`src/rtl/kst_pkg.sv`:
```
// shared widths, opcodes and defaults for the key state tracker
`timescale 1ns / 1ps
package kst_pkg;

  localparam int OPCODE_W    = 2;
  localparam int KEY_CODE_W  = 8;
  localparam int KEY_STATE_W = 2;

  localparam int QUEUE_DEPTH_DEF = 64;
  localparam int KEY_COUNT_DEF   = 256;

  typedef logic [OPCODE_W-1:0]    opcode_t;
  typedef logic [KEY_CODE_W-1:0]  key_code_t;
  typedef logic [KEY_STATE_W-1:0] key_state_t;

  localparam opcode_t OP_KEY_EVENT = 2'd0;
  localparam opcode_t OP_TICK      = 2'd1;
  localparam opcode_t OP_QUERY     = 2'd2;
  localparam opcode_t OP_CLEAR     = 2'd3;

endpackage

```
`src/rtl/kst_req_if.sv`:
```
// request channel interface: opcode, key code and key direction
`timescale 1ns / 1ps
interface kst_req_if;
  import kst_pkg::*;

  logic      valid;
  logic      ready;
  opcode_t   opcode;
  key_code_t key_code;
  logic      key_pressed;

  modport source (output valid, output opcode, output key_code, output key_pressed,
                  input ready);
  modport sink (input valid, input opcode, input key_code, input key_pressed,
                output ready);
endinterface

```
`src/rtl/kst_rsp_if.sv`:
```
// response channel interface: key state and event acceptance flag
`timescale 1ns / 1ps
interface kst_rsp_if;
  import kst_pkg::*;

  logic       valid;
  logic       ready;
  key_state_t key_state;
  logic       accepted;

  modport source (output valid, output key_state, output accepted, input ready);
  modport sink (input valid, input key_state, input accepted, output ready);
endinterface

```
`src/rtl/key_state_tracker.sv`:
```
// key state tracker top level: per-key current/previous/pending bits and event count
//
// usage:
//   req carries one transaction per item: opcode (key event, tick, query,
//   clear), key_code and key_pressed. rsp returns exactly one transaction per
//   item: key_state (query answer, else 0) and accepted (key event taken).
//   cfg_we/cfg_wdata write keyboard_enabled; write it only while idle.
// an item taken from req is held in the input register, processed against
//   the key state, and shows on rsp from the result register.
// throughput: one transaction per cycle while rsp is not held; every opcode
//   touches one key bit or all key bits in parallel, combinationally between
//   the input register and the result register.
// reset: all key bits, the event count and keyboard_enabled clear; both
//   channels go idle. no clearing pass is needed.
// stall: while rsp is held, the result register keeps its transaction and
//   the input register keeps one more; req.ready drops only when both are
//   full, and no transaction is lost or repeated.
`timescale 1ns / 1ps
module key_state_tracker #(
  parameter int QUEUE_DEPTH = kst_pkg::QUEUE_DEPTH_DEF,
  parameter int KEY_COUNT   = kst_pkg::KEY_COUNT_DEF
) (
  input  logic           clk,
  input  logic           rst,
  input  logic           cfg_we,
  input  logic           cfg_wdata,
  kst_req_if.sink        req,
  kst_rsp_if.source      rsp
);
  import kst_pkg::*;

  localparam int CNT_W = $clog2(QUEUE_DEPTH + 1);
  localparam int IDX_W = $clog2(KEY_COUNT);

  logic                 keyboard_enabled;
  logic [KEY_COUNT-1:0] current_bits;
  logic [KEY_COUNT-1:0] previous_bits;
  logic [KEY_COUNT-1:0] pending_bits;
  logic [CNT_W-1:0]     event_count;

  logic [KEY_COUNT-1:0] current_next;
  logic [KEY_COUNT-1:0] previous_next;
  logic [KEY_COUNT-1:0] pending_next;
  logic [CNT_W-1:0]     event_count_next;
  key_state_t           key_state_next;
  logic                 accepted_next;

  logic      item_valid;
  opcode_t   item_opcode;
  key_code_t item_code;
  logic      item_down;

  logic             advance;
  logic             in_range;
  logic             event_ok;
  logic [IDX_W-1:0] key_idx;

  assign advance   = item_valid && (!rsp.valid || rsp.ready);
  assign req.ready = !item_valid || advance;

  // config register
  always_ff @(posedge clk) begin
    if (rst) begin
      keyboard_enabled <= 1'b0;
    end else if (cfg_we) begin
      keyboard_enabled <= cfg_wdata;
    end
  end

  // input register
  always_ff @(posedge clk) begin
    if (rst) begin
      item_valid <= 1'b0;
    end else if (req.ready) begin
      item_valid <= req.valid;
    end
  end

  always_ff @(posedge clk) begin
    if (req.valid && req.ready) begin
      item_opcode <= req.opcode;
      item_code   <= req.key_code;
      item_down   <= req.key_pressed;
    end
  end

  assign in_range = {1'b0, item_code} < (KEY_CODE_W + 1)'(KEY_COUNT);
  assign key_idx  = item_code[IDX_W-1:0];
  assign event_ok = keyboard_enabled && (event_count < CNT_W'(QUEUE_DEPTH)) &&
                    (item_code != '0) && in_range;

  always_comb begin
    current_next     = current_bits;
    previous_next    = previous_bits;
    pending_next     = pending_bits;
    event_count_next = event_count;
    key_state_next   = '0;
    accepted_next    = 1'b0;
    unique case (item_opcode)
      OP_KEY_EVENT: begin
        if (event_ok) begin
          pending_next[key_idx] = item_down;
          event_count_next      = event_count + CNT_W'(1);
          accepted_next         = 1'b1;
        end
      end
      OP_TICK: begin
        previous_next    = current_bits;
        current_next     = pending_bits;
        event_count_next = '0;
      end
      OP_QUERY: begin
        if (in_range) begin
          key_state_next = {previous_bits[key_idx], current_bits[key_idx]};
        end
      end
      OP_CLEAR: begin
        current_next     = '0;
        previous_next    = '0;
        pending_next     = '0;
        event_count_next = '0;
      end
      default: begin
      end
    endcase
  end

  // key state
  always_ff @(posedge clk) begin
    if (rst) begin
      current_bits  <= '0;
      previous_bits <= '0;
      pending_bits  <= '0;
      event_count   <= '0;
    end else if (advance) begin
      current_bits  <= current_next;
      previous_bits <= previous_next;
      pending_bits  <= pending_next;
      event_count   <= event_count_next;
    end
  end

  // result register
  always_ff @(posedge clk) begin
    if (rst) begin
      rsp.valid <= 1'b0;
    end else if (advance) begin
      rsp.valid <= 1'b1;
    end else if (rsp.ready) begin
      rsp.valid <= 1'b0;
    end
  end

  always_ff @(posedge clk) begin
    if (advance) begin
      rsp.key_state <= key_state_next;
      rsp.accepted  <= accepted_next;
    end
  end

`ifndef ASSERT_OFF
  a_count_bound: assert property (@(posedge clk) disable iff (rst)
    event_count <= CNT_W'(QUEUE_DEPTH))
    else $error("event count above queue depth");

  a_result_exclusive: assert property (@(posedge clk) disable iff (rst)
    rsp.valid && rsp.accepted |-> rsp.key_state == '0)
    else $error("accepted event carries a key state");

  a_clear_zeroes: assert property (@(posedge clk) disable iff (rst)
    advance && item_opcode == OP_CLEAR |=>
      current_bits == '0 && previous_bits == '0 && pending_bits == '0 &&
      event_count == '0)
    else $error("clear left key state behind");

  a_stall_only_when_full: assert property (@(posedge clk) disable iff (rst)
    !req.ready |-> item_valid && rsp.valid && !rsp.ready)
    else $error("request stalled without a held result");
`endif

endmodule
```
`src/flat_wrapper.sv`:
```
// flat-port wrapper written by rule: the top's interface ports become plain ports
module key_state_tracker_flat import kst_pkg::*;
#(
  parameter int QUEUE_DEPTH = kst_pkg::QUEUE_DEPTH_DEF,
  parameter int KEY_COUNT   = kst_pkg::KEY_COUNT_DEF
)
  (clk, rst, cfg_we, cfg_wdata, req_valid, req_opcode, req_key_code, req_key_pressed, req_ready, rsp_valid, rsp_key_state, rsp_accepted, rsp_ready);
  kst_req_if req_i ();
  kst_rsp_if rsp_i ();
  input  logic clk;
  input  logic rst;
  input  logic cfg_we;
  input  logic cfg_wdata;
  input wire logic [$bits(req_i.valid)-1:0] req_valid;
  input wire logic [$bits(req_i.opcode)-1:0] req_opcode;
  input wire logic [$bits(req_i.key_code)-1:0] req_key_code;
  input wire logic [$bits(req_i.key_pressed)-1:0] req_key_pressed;
  output wire logic [$bits(req_i.ready)-1:0] req_ready;
  output wire logic [$bits(rsp_i.valid)-1:0] rsp_valid;
  output wire logic [$bits(rsp_i.key_state)-1:0] rsp_key_state;
  output wire logic [$bits(rsp_i.accepted)-1:0] rsp_accepted;
  input wire logic [$bits(rsp_i.ready)-1:0] rsp_ready;
  assign req_i.valid = req_valid;
  assign req_i.opcode = req_opcode;
  assign req_i.key_code = req_key_code;
  assign req_i.key_pressed = req_key_pressed;
  assign req_ready = req_i.ready;
  assign rsp_valid = rsp_i.valid;
  assign rsp_key_state = rsp_i.key_state;
  assign rsp_accepted = rsp_i.accepted;
  assign rsp_i.ready = rsp_ready;
  key_state_tracker #(.QUEUE_DEPTH(QUEUE_DEPTH), .KEY_COUNT(KEY_COUNT)) u_core (.clk(clk), .rst(rst), .cfg_we(cfg_we), .cfg_wdata(cfg_wdata), .req(req_i), .rsp(rsp_i));
endmodule
```
`config.mk`:
```
export PLATFORM = sky130hd
export DESIGN_NAME = key_state_tracker_flat
export DESIGN_NICKNAME = d
export VERILOG_FILES = /design/src/rtl/kst_pkg.sv /design/src/rtl/kst_req_if.sv /design/src/rtl/kst_rsp_if.sv /design/src/rtl/key_state_tracker.sv /design/src/flat_wrapper.sv
export SDC_FILE = /design/constraint.sdc
export NUM_CORES = 2
export LEC_CHECK = 0
export ABC_AREA = 1
export BUFFER_PORTS_ARGS = -buffer_cell sky130_fd_sc_hd__buf_2
export CAP_MARGIN = 10
export CORE_UTILIZATION = 42
export CTS_BUF_LIST = sky130_fd_sc_hd__clkbuf_4
export DETAILED_ROUTE_END_ITERATION = 8
export SLEW_MARGIN = 30
export SYNTH_ARGS = -nofsm -noshare
export SYNTH_HDL_FRONTEND = slang
export SYNTH_SLANG_ARGS = --single-unit
```
`constraint.sdc`:
```
create_clock -name clk -period 2.2 [get_ports clk]
set_input_delay 0.22 -clock clk [delete_from_list [all_inputs] [get_ports clk]]
set_output_delay 0.22 -clock clk [all_outputs]
set_load 0.01 [all_outputs]
```
* Word level (Yosys, flattened, before mapping)
Index checks and enable logic that the tools add are counted.
Storage, ports and cells: register bits 792, latch bits 0, memory bits (writable) 0, memory bits (read-only) 0, bits of input ports 17, output and inout bits 5, word-level logic and storage cells 55, memories kept 0
Cells by class: add/sub/neg operators 1, multipliers 0, div/mod/pow operators 0, magnitude comparators 3, equal/unequal tests 4, shift-type cells 0, multiplexer cells 16, bitwise gates (word level) 0, reduce and logical (&&, ||, !) cells 19
Operators by type and width (number):
- 256-bit one-hot mux with 2 select lines | 3
- 256-bit bitwise mux | 1
- 256-bit two-way mux | 1
- 1-bit binary-select mux with 8-bit select | 2
- 7-bit one-hot mux with 2 select lines | 1
- 8-bit by 9-bit < comparator with 1-bit output (second input constant) | 1
- 1-bit demux with 8-bit select | 1
- 8-bit by 1-bit >= comparator with 1-bit output (second input constant) | 1
- 2-bit nonzero test | 4
- 8-bit nonzero test | 1
- 7-bit by 1-bit adder with 7-bit output (second input constant) | 1
- 7-bit < comparator (second input constant) | 1
- 7-bit two-way mux | 1
- 1-bit two-way mux | 6
- 3-bit AND reduction | 2
- 1-bit logical AND | 5
- 2-bit equality test (second input constant) | 2
- 2-bit by 1-bit equality test with 1-bit output (second input constant) | 1
- 1-bit zero test | 2
- 2-bit zero test | 1
- 1-bit logical OR | 2
- 2-bit by 1-bit != test with 1-bit output (second input constant) | 1
- 2-bit AND reduction | 1
- 2-bit OR reduction | 1

* Longest topological paths before layout
depth in word-level cells 7, depth in mapped cells 18, mapped depth without buffers 15

* Worst setup path before layout
Ideal clock, no wire load.
path kind reg-to-reg, start point register u_core.item_code[0], end point register u_core.rsp.key_state[0], data pin, library setup time 0.252 ns, data arrival time 1.678 ns, required time 1.948 ns, path slack 0.270 ns, stages on the path, launching flop included 18, path buffers 3, cells stage by stage edfxtp_1 > buf_4 > buf_4 > buf_2 > nand2_1 > o21ai_0 > nand2_1 > nand2_1 > nand2_1 > nand2_1 > nor2_1 > nor2_1 > nor2_1 > nand2_1 > nand2_1 > nand2_1 > nor2_1 > nor2_1
Between the ends: word-level cells in the longest chain between the ends 2
Ends and longest elaborated chain:
- start, declared | RTL line key_state_tracker.sv:50 | key_code_t item_code;
- start signal, assigned | RTL line key_state_tracker.sv:82 | item_code <= req.key_code;
- 1-bit binary-select mux with 8-bit select | RTL line key_state_tracker.sv:114 | key_state_next = {previous_bits[key_idx], current_bits[key_idx]};
- 1-bit two-way mux (implied by the code) | RTL line key_state_tracker.sv:114
- end signal, assigned | RTL line key_state_tracker.sv:156 | rsp.key_state <= key_state_next;
- end, declared | RTL line kst_rsp_if.sv:11 | modport source (output valid, output key_state, output accepted, input ready);
No other way between the ends. The select of a mux whose other input is x is not followed. A chain may end at the register's enable or synchronous reset.

* Final worst setup path
start point register u_core.item_code[0], end point register u_core.pending_bits[6]
Between the ends: word-level cells in the longest chain between the ends 7, elaborated cells between the ends (all ways) 12, those cells by class 2 x order compare; 1 x eq/ne; 5 x mux; 4 x reduce/logical
Ends and longest elaborated chain:
- 8-bit by 9-bit < comparator with 1-bit output (implied by the code) or 8-bit by 1-bit >= comparator with 1-bit output (tied branches) | RTL line key_state_tracker.sv:102 | pending_next[key_idx] = item_down;
- 1-bit logical AND (implied by the code) | RTL line key_state_tracker.sv:102
- 1-bit two-way mux (implied by the code) | RTL line key_state_tracker.sv:102
- 1-bit demux with 8-bit select
- 256-bit bitwise mux | RTL line key_state_tracker.sv:102
- 256-bit two-way mux | RTL line key_state_tracker.sv:101 | if (event_ok) begin
- 256-bit one-hot mux with 2 select lines | RTL line key_state_tracker.sv:99 | unique case (item_opcode)
- end signal, assigned | RTL line key_state_tracker.sv:138 | pending_bits <= pending_next;
- end, declared | RTL line key_state_tracker.sv:38 | logic [KEY_COUNT-1:0] pending_bits;
Several ways; a longest one is shown, not always the timed one. The select of a mux whose other input is x is not followed.

==> summary by stage <==
GRT
The via count of the first global-routing pass was 33150. The global-route wire length before repair is 183100 um. In the global route stage, overall resource usage came out at 26.75%. Global routing consumed, on the met2 layer, 42.32% of the routing resources. The met1 usage in global routing is ~36%.

The largest net degree at the start of global routing is about 190. The layer carrying the most global-route usage is met2. The total overflow left after global routing is 0. The number of antenna violations at the first check in global routing was 2.

For this run, global-route usage on met3 was measured as 4.346%.

Synth
Counting flops and latches in the post-synthesis netlist gives slightly below 800. The number of nets produced by synthesis is 5158. By area the synthesized netlist is led by dfxtp_1 (44%), nand2_1 (18%), nor2_1 (6.5%). After synthesis, the netlist uses 32 different library cells. The top-area cell type share of the netlist area is 44.17%. The most area-hungry cell type in the Yosys netlist is dfxtp_1.

The instance count of the mapped netlist is a little over 5000. The synthesis warning total is 0. A synthesized cell averages 6.861 um2. The post-synthesis instance area is approximately 35000 um2. The sequential area share after synthesis is 45.36%.

Finish
Summing all non-filler instances in the final layout gives an area of 44420 um2. The number of nets at the end of the flow is 5314. Relative to the synthesized area, the layout overhead comes to 25.96%. The library cells used most frequently in the layout, excluding fill and tap cells, are nand2_1 (1529), dfxtp_1 (778), nor2_1 (585).

Cells with a size suffix above 1 make up 19.66% of the layout. The library cell used most frequently in the layout, excluding fill and tap cells, is nand2_1. The non-filler instance count after layout is around 6500.

Die
The floorplan step defined a die boundary enclosing 85130 um2. The core region is 82640 um2. The die is approximately 290 um wide. The die height is 291.8 um. The effective utilization at floorplan is 42.68%. The number of placed I/O pins is 22. The number of placement rows is 105.

Setup path
The kind of launch point of the worst setup path is a flip-flop. The critical path data required time is 3.13 ns. The combined buffer and inverter count along the critical path is 5. The dominant delay contributor by cell family on the critical path is buffers and inverters. Traced cell by cell, the critical path runs through buf_12 > nor2_4 > nand4_4 > nand2_2 > nor2_4 > o21ai_4 > buf_6 > nor2_4 > buf_12 > buf_16 > clkbuf_16 > nand2_1 > a21oi_1. The critical path's slowest cell is edfxtp_1. The capturing element type of the critical path is a flip-flop. The critical path data arrival time is approximately 3.4 ns. The delay of the slowest critical-path stage is 0.49 ns. The worst reg-to-reg setup slack is -0.31 ns. For the worst flop-to-flop path, the logic depth is 13. Following the worst setup path forward leads to its endpoint at u_core.pending_bits[6].

By startpoint and endpoint, the worst setup path is classified as reg -> reg. By instance count, the cell type seen most on the critical path is nor2_4. The most critical setup path has its startpoint at u_core.item_code[0]. The number of logic stages on the critical path including buffering is 13.

The startpoint identified for the worst register-to-register timing path is u_core.item_code[0]. The maximum fanout along the worst path is 8. The worst register-to-register path ends at u_core.pending_bits[6].

Placed design
Once placement finished, the instance area stood at 37500 um2. The cell total after placement is between 6000 and 7000. The HPWL reported at the end of detailed placement is about 67000 um. Buffers placed on the I/O ports in this run total 21. The congestion estimate from routability-driven global placement came to 0.8491.

Timing
Between clock sinks in the finished design, the worst skew comes to 0.09793 ns. The routed design could run at a clock period as short as 2.511 ns. Final hold analysis gives a worst-case slack of 0.3940 ns.

The final number of hold-violating endpoints is 0. Setup violations remaining at the end of the flow were counted as approximately 260. The maximum frequency from static timing analysis is 0.3982 GHz. The final worst-path setup slack is -0.3111 ns. The number of slew-limit violations in the final report came to 0.

In this run the tightest slew margin relative to its limit is between 20% and 30%. Setup repair after global routing could not meet its margin everywhere. At the pin with the least slew margin, the transition time is 1.061 ns. The final cycle utilization of the critical path is 114.1%.

Clocking
The clock root buffer is clkbuf_4. Counting along the longest clock path gives a buffer depth of 3. The insertion delay of the later-clocked pin in the worst-skew pair is 1.10 ns.

The number of H-tree branching levels is 4. The clock transition at the registers of the reported paths is 0.06 ns. The number of clock sinks is 792. TritonCTS built the clock tree. The total CTS buffers is 212.

Detailed routing
The detail route stage leaves a number of antenna-violating nets equal to 0. Across all layers, the routed design uses 36050 vias. After the first detailed-routing iteration, the DRC count stood at ~3400. The first detailed-routing pass ran for 6 iterations. After detailed routing, the average wire length per cell comes to slightly below 20 um. The total wirelength of the detailed-routed design is around 130000 um. The number of remaining DRC errors is 0. Using the TritonRoute via totals, the vias-per-cell ratio works out to about 5.5.

Run status
The checks that failed: setup timing. The run finished, with violations left.

Pwr
Power spread over the standard cell area amounts to 680.8 nW/um2. For this design the static power due to leakage is 16.84 nW. Across the VDD grid, the largest voltage drop is between 0.4 and 0.5 mV.

Flow run
The tool flagged a number of max-cap violations equal to 0.

Min path
The tightest min-delay check is of the reg -> reg type.
routing by layer:
| metal | wire length [um] | vias to the layer above |
|---|---|---|
| met4 | 3416 | 0 |
| li1 | - | 17230 |
| met3 | 9506 | 217 |
| met1 | 55920 | 17230 |
| met5 | 0 | - |
| met2 | 57280 | 1380 |
worst reg2reg max path, stage by stage (launching register included):
cell and delay (ns):
edfxtp_1 0.49, buf_12 0.21, nor2_4 0.06, nand4_4 0.14, nand2_2 0.09, nor2_4 0.13, o21ai_4 0.10, buf_6 0.16
nor2_4 0.18, buf_12 0.22, buf_16 0.20, clkbuf_16 0.22, nand2_1 0.06, a21oi_1 0.13
cell type report:
type                            count  area (um2)
Antenna cell                        3       7.507
Clock buffer                      337        2530
Clock inverter                     44       232.7
Fill cell                        8006       38220
Inverter                          380        1454
Multi-Input combinational cell   3558       17820
Sequential cell                   792       16000
Tap cell                         1070        1339
Timing Repair Buffer              352        5041
kinds of logic (layout without fill, tap and decap cells):
group                    after synthesis  in the layout  share of synthesized area [%]
AND/OR/NAND/NOR                     2330           2330                          24.97
AO/OA/AOI/OAI                       1225           1225                          20.51
flip-flops                           792            792                          45.36
buffers and inverters                790           1113                          9.079
XOR/XNOR                               2              2                        0.04968
adder cells (fa/ha/maj)                1              1                        0.03547
other                                  0              3                              0
metrics by stage:
step           setup slack [ns]  TNS, ns  util, %  power (W)
6_report                -0.3111   -56.10    53.75    0.03024
5_1_grt                 -0.3380   -58.17    53.75    0.03139
4_1_cts                 -0.1070   -5.591    49.48    0.03016
3_5_place_dp            -0.2610   -35.42    45.38    0.01676
3_3_place_gp            -0.2240   -26.98    45.38    0.01676
2_1_floorplan            0.2698        0        -    0.01581
worst min-delay path by stage:
stage	startpoint	to	slack (ns)	cells after the start
final	u_core.current_bits[79]	u_core.previous_bits[79]	0.39	2
after global routing	req_opcode[0]	u_core.item_opcode[0]	0.39	3
after CTS	req_opcode[0]	u_core.item_opcode[0]	0.25	3
after detailed placement	req_opcode[0]	u_core.item_opcode[0]	0.41	1
after global placement	req_opcode[0]	u_core.item_opcode[0]	0.41	1
after floorplan	req_key_code[0]	u_core.item_code[0]	0.32	0
sequential cells by signal, indices dropped and copies added (netlist names):
name                     cells
u_core.item_valid            1
u_core.item_code             8
u_core.rsp.accepted          1
u_core.previous_bits       256
u_core.rsp.valid             1
u_core.event_count           7
u_core.item_opcode           2
u_core.current_bits        256
u_core.item_down             1
u_core.keyboard_enabled      1
u_core.pending_bits        256
u_core.rsp.key_state         2
synth_stat cells, drive strengths merged:
library cell,instances
o21a,1
nor3,2
buf,108
dfxtp,778
nand3,5
a21oi,267
clkbuf,302
o31ai,161
ha,1
nand2,1702
nor2,619
xor2,1
edfxtp,14
o22ai,255
inv,379
a211oi,1
clkinv,1
o32ai,96
o21ai,444
xnor2,1
nand4,2
power by group:
part | leakage (nW) | internal [W] | switching, W
registers | 6.40 | 0.0144 | 0.0000162
clock network | 1.66 | 0.00695 | 0.00638
logic | 8.78 | 0.000756 | 0.00174
total | 16.8 | 0.0221 | 0.00814
timing repair:
| item | in CTS | in global routing |
|---|---|---|
| endpoints found under the setup margin | 256 | 258 |
| pin swaps | 6 | 173 |
| resized for setup | 31 | 625 |
| cloned | 3 | 65 |
| setup buffers | 6 | 15 |
| hold buffers | 36 | 0 |
| hold endpoints to repair | 669 | 0 |
Power figures use the tool's default switching activity.
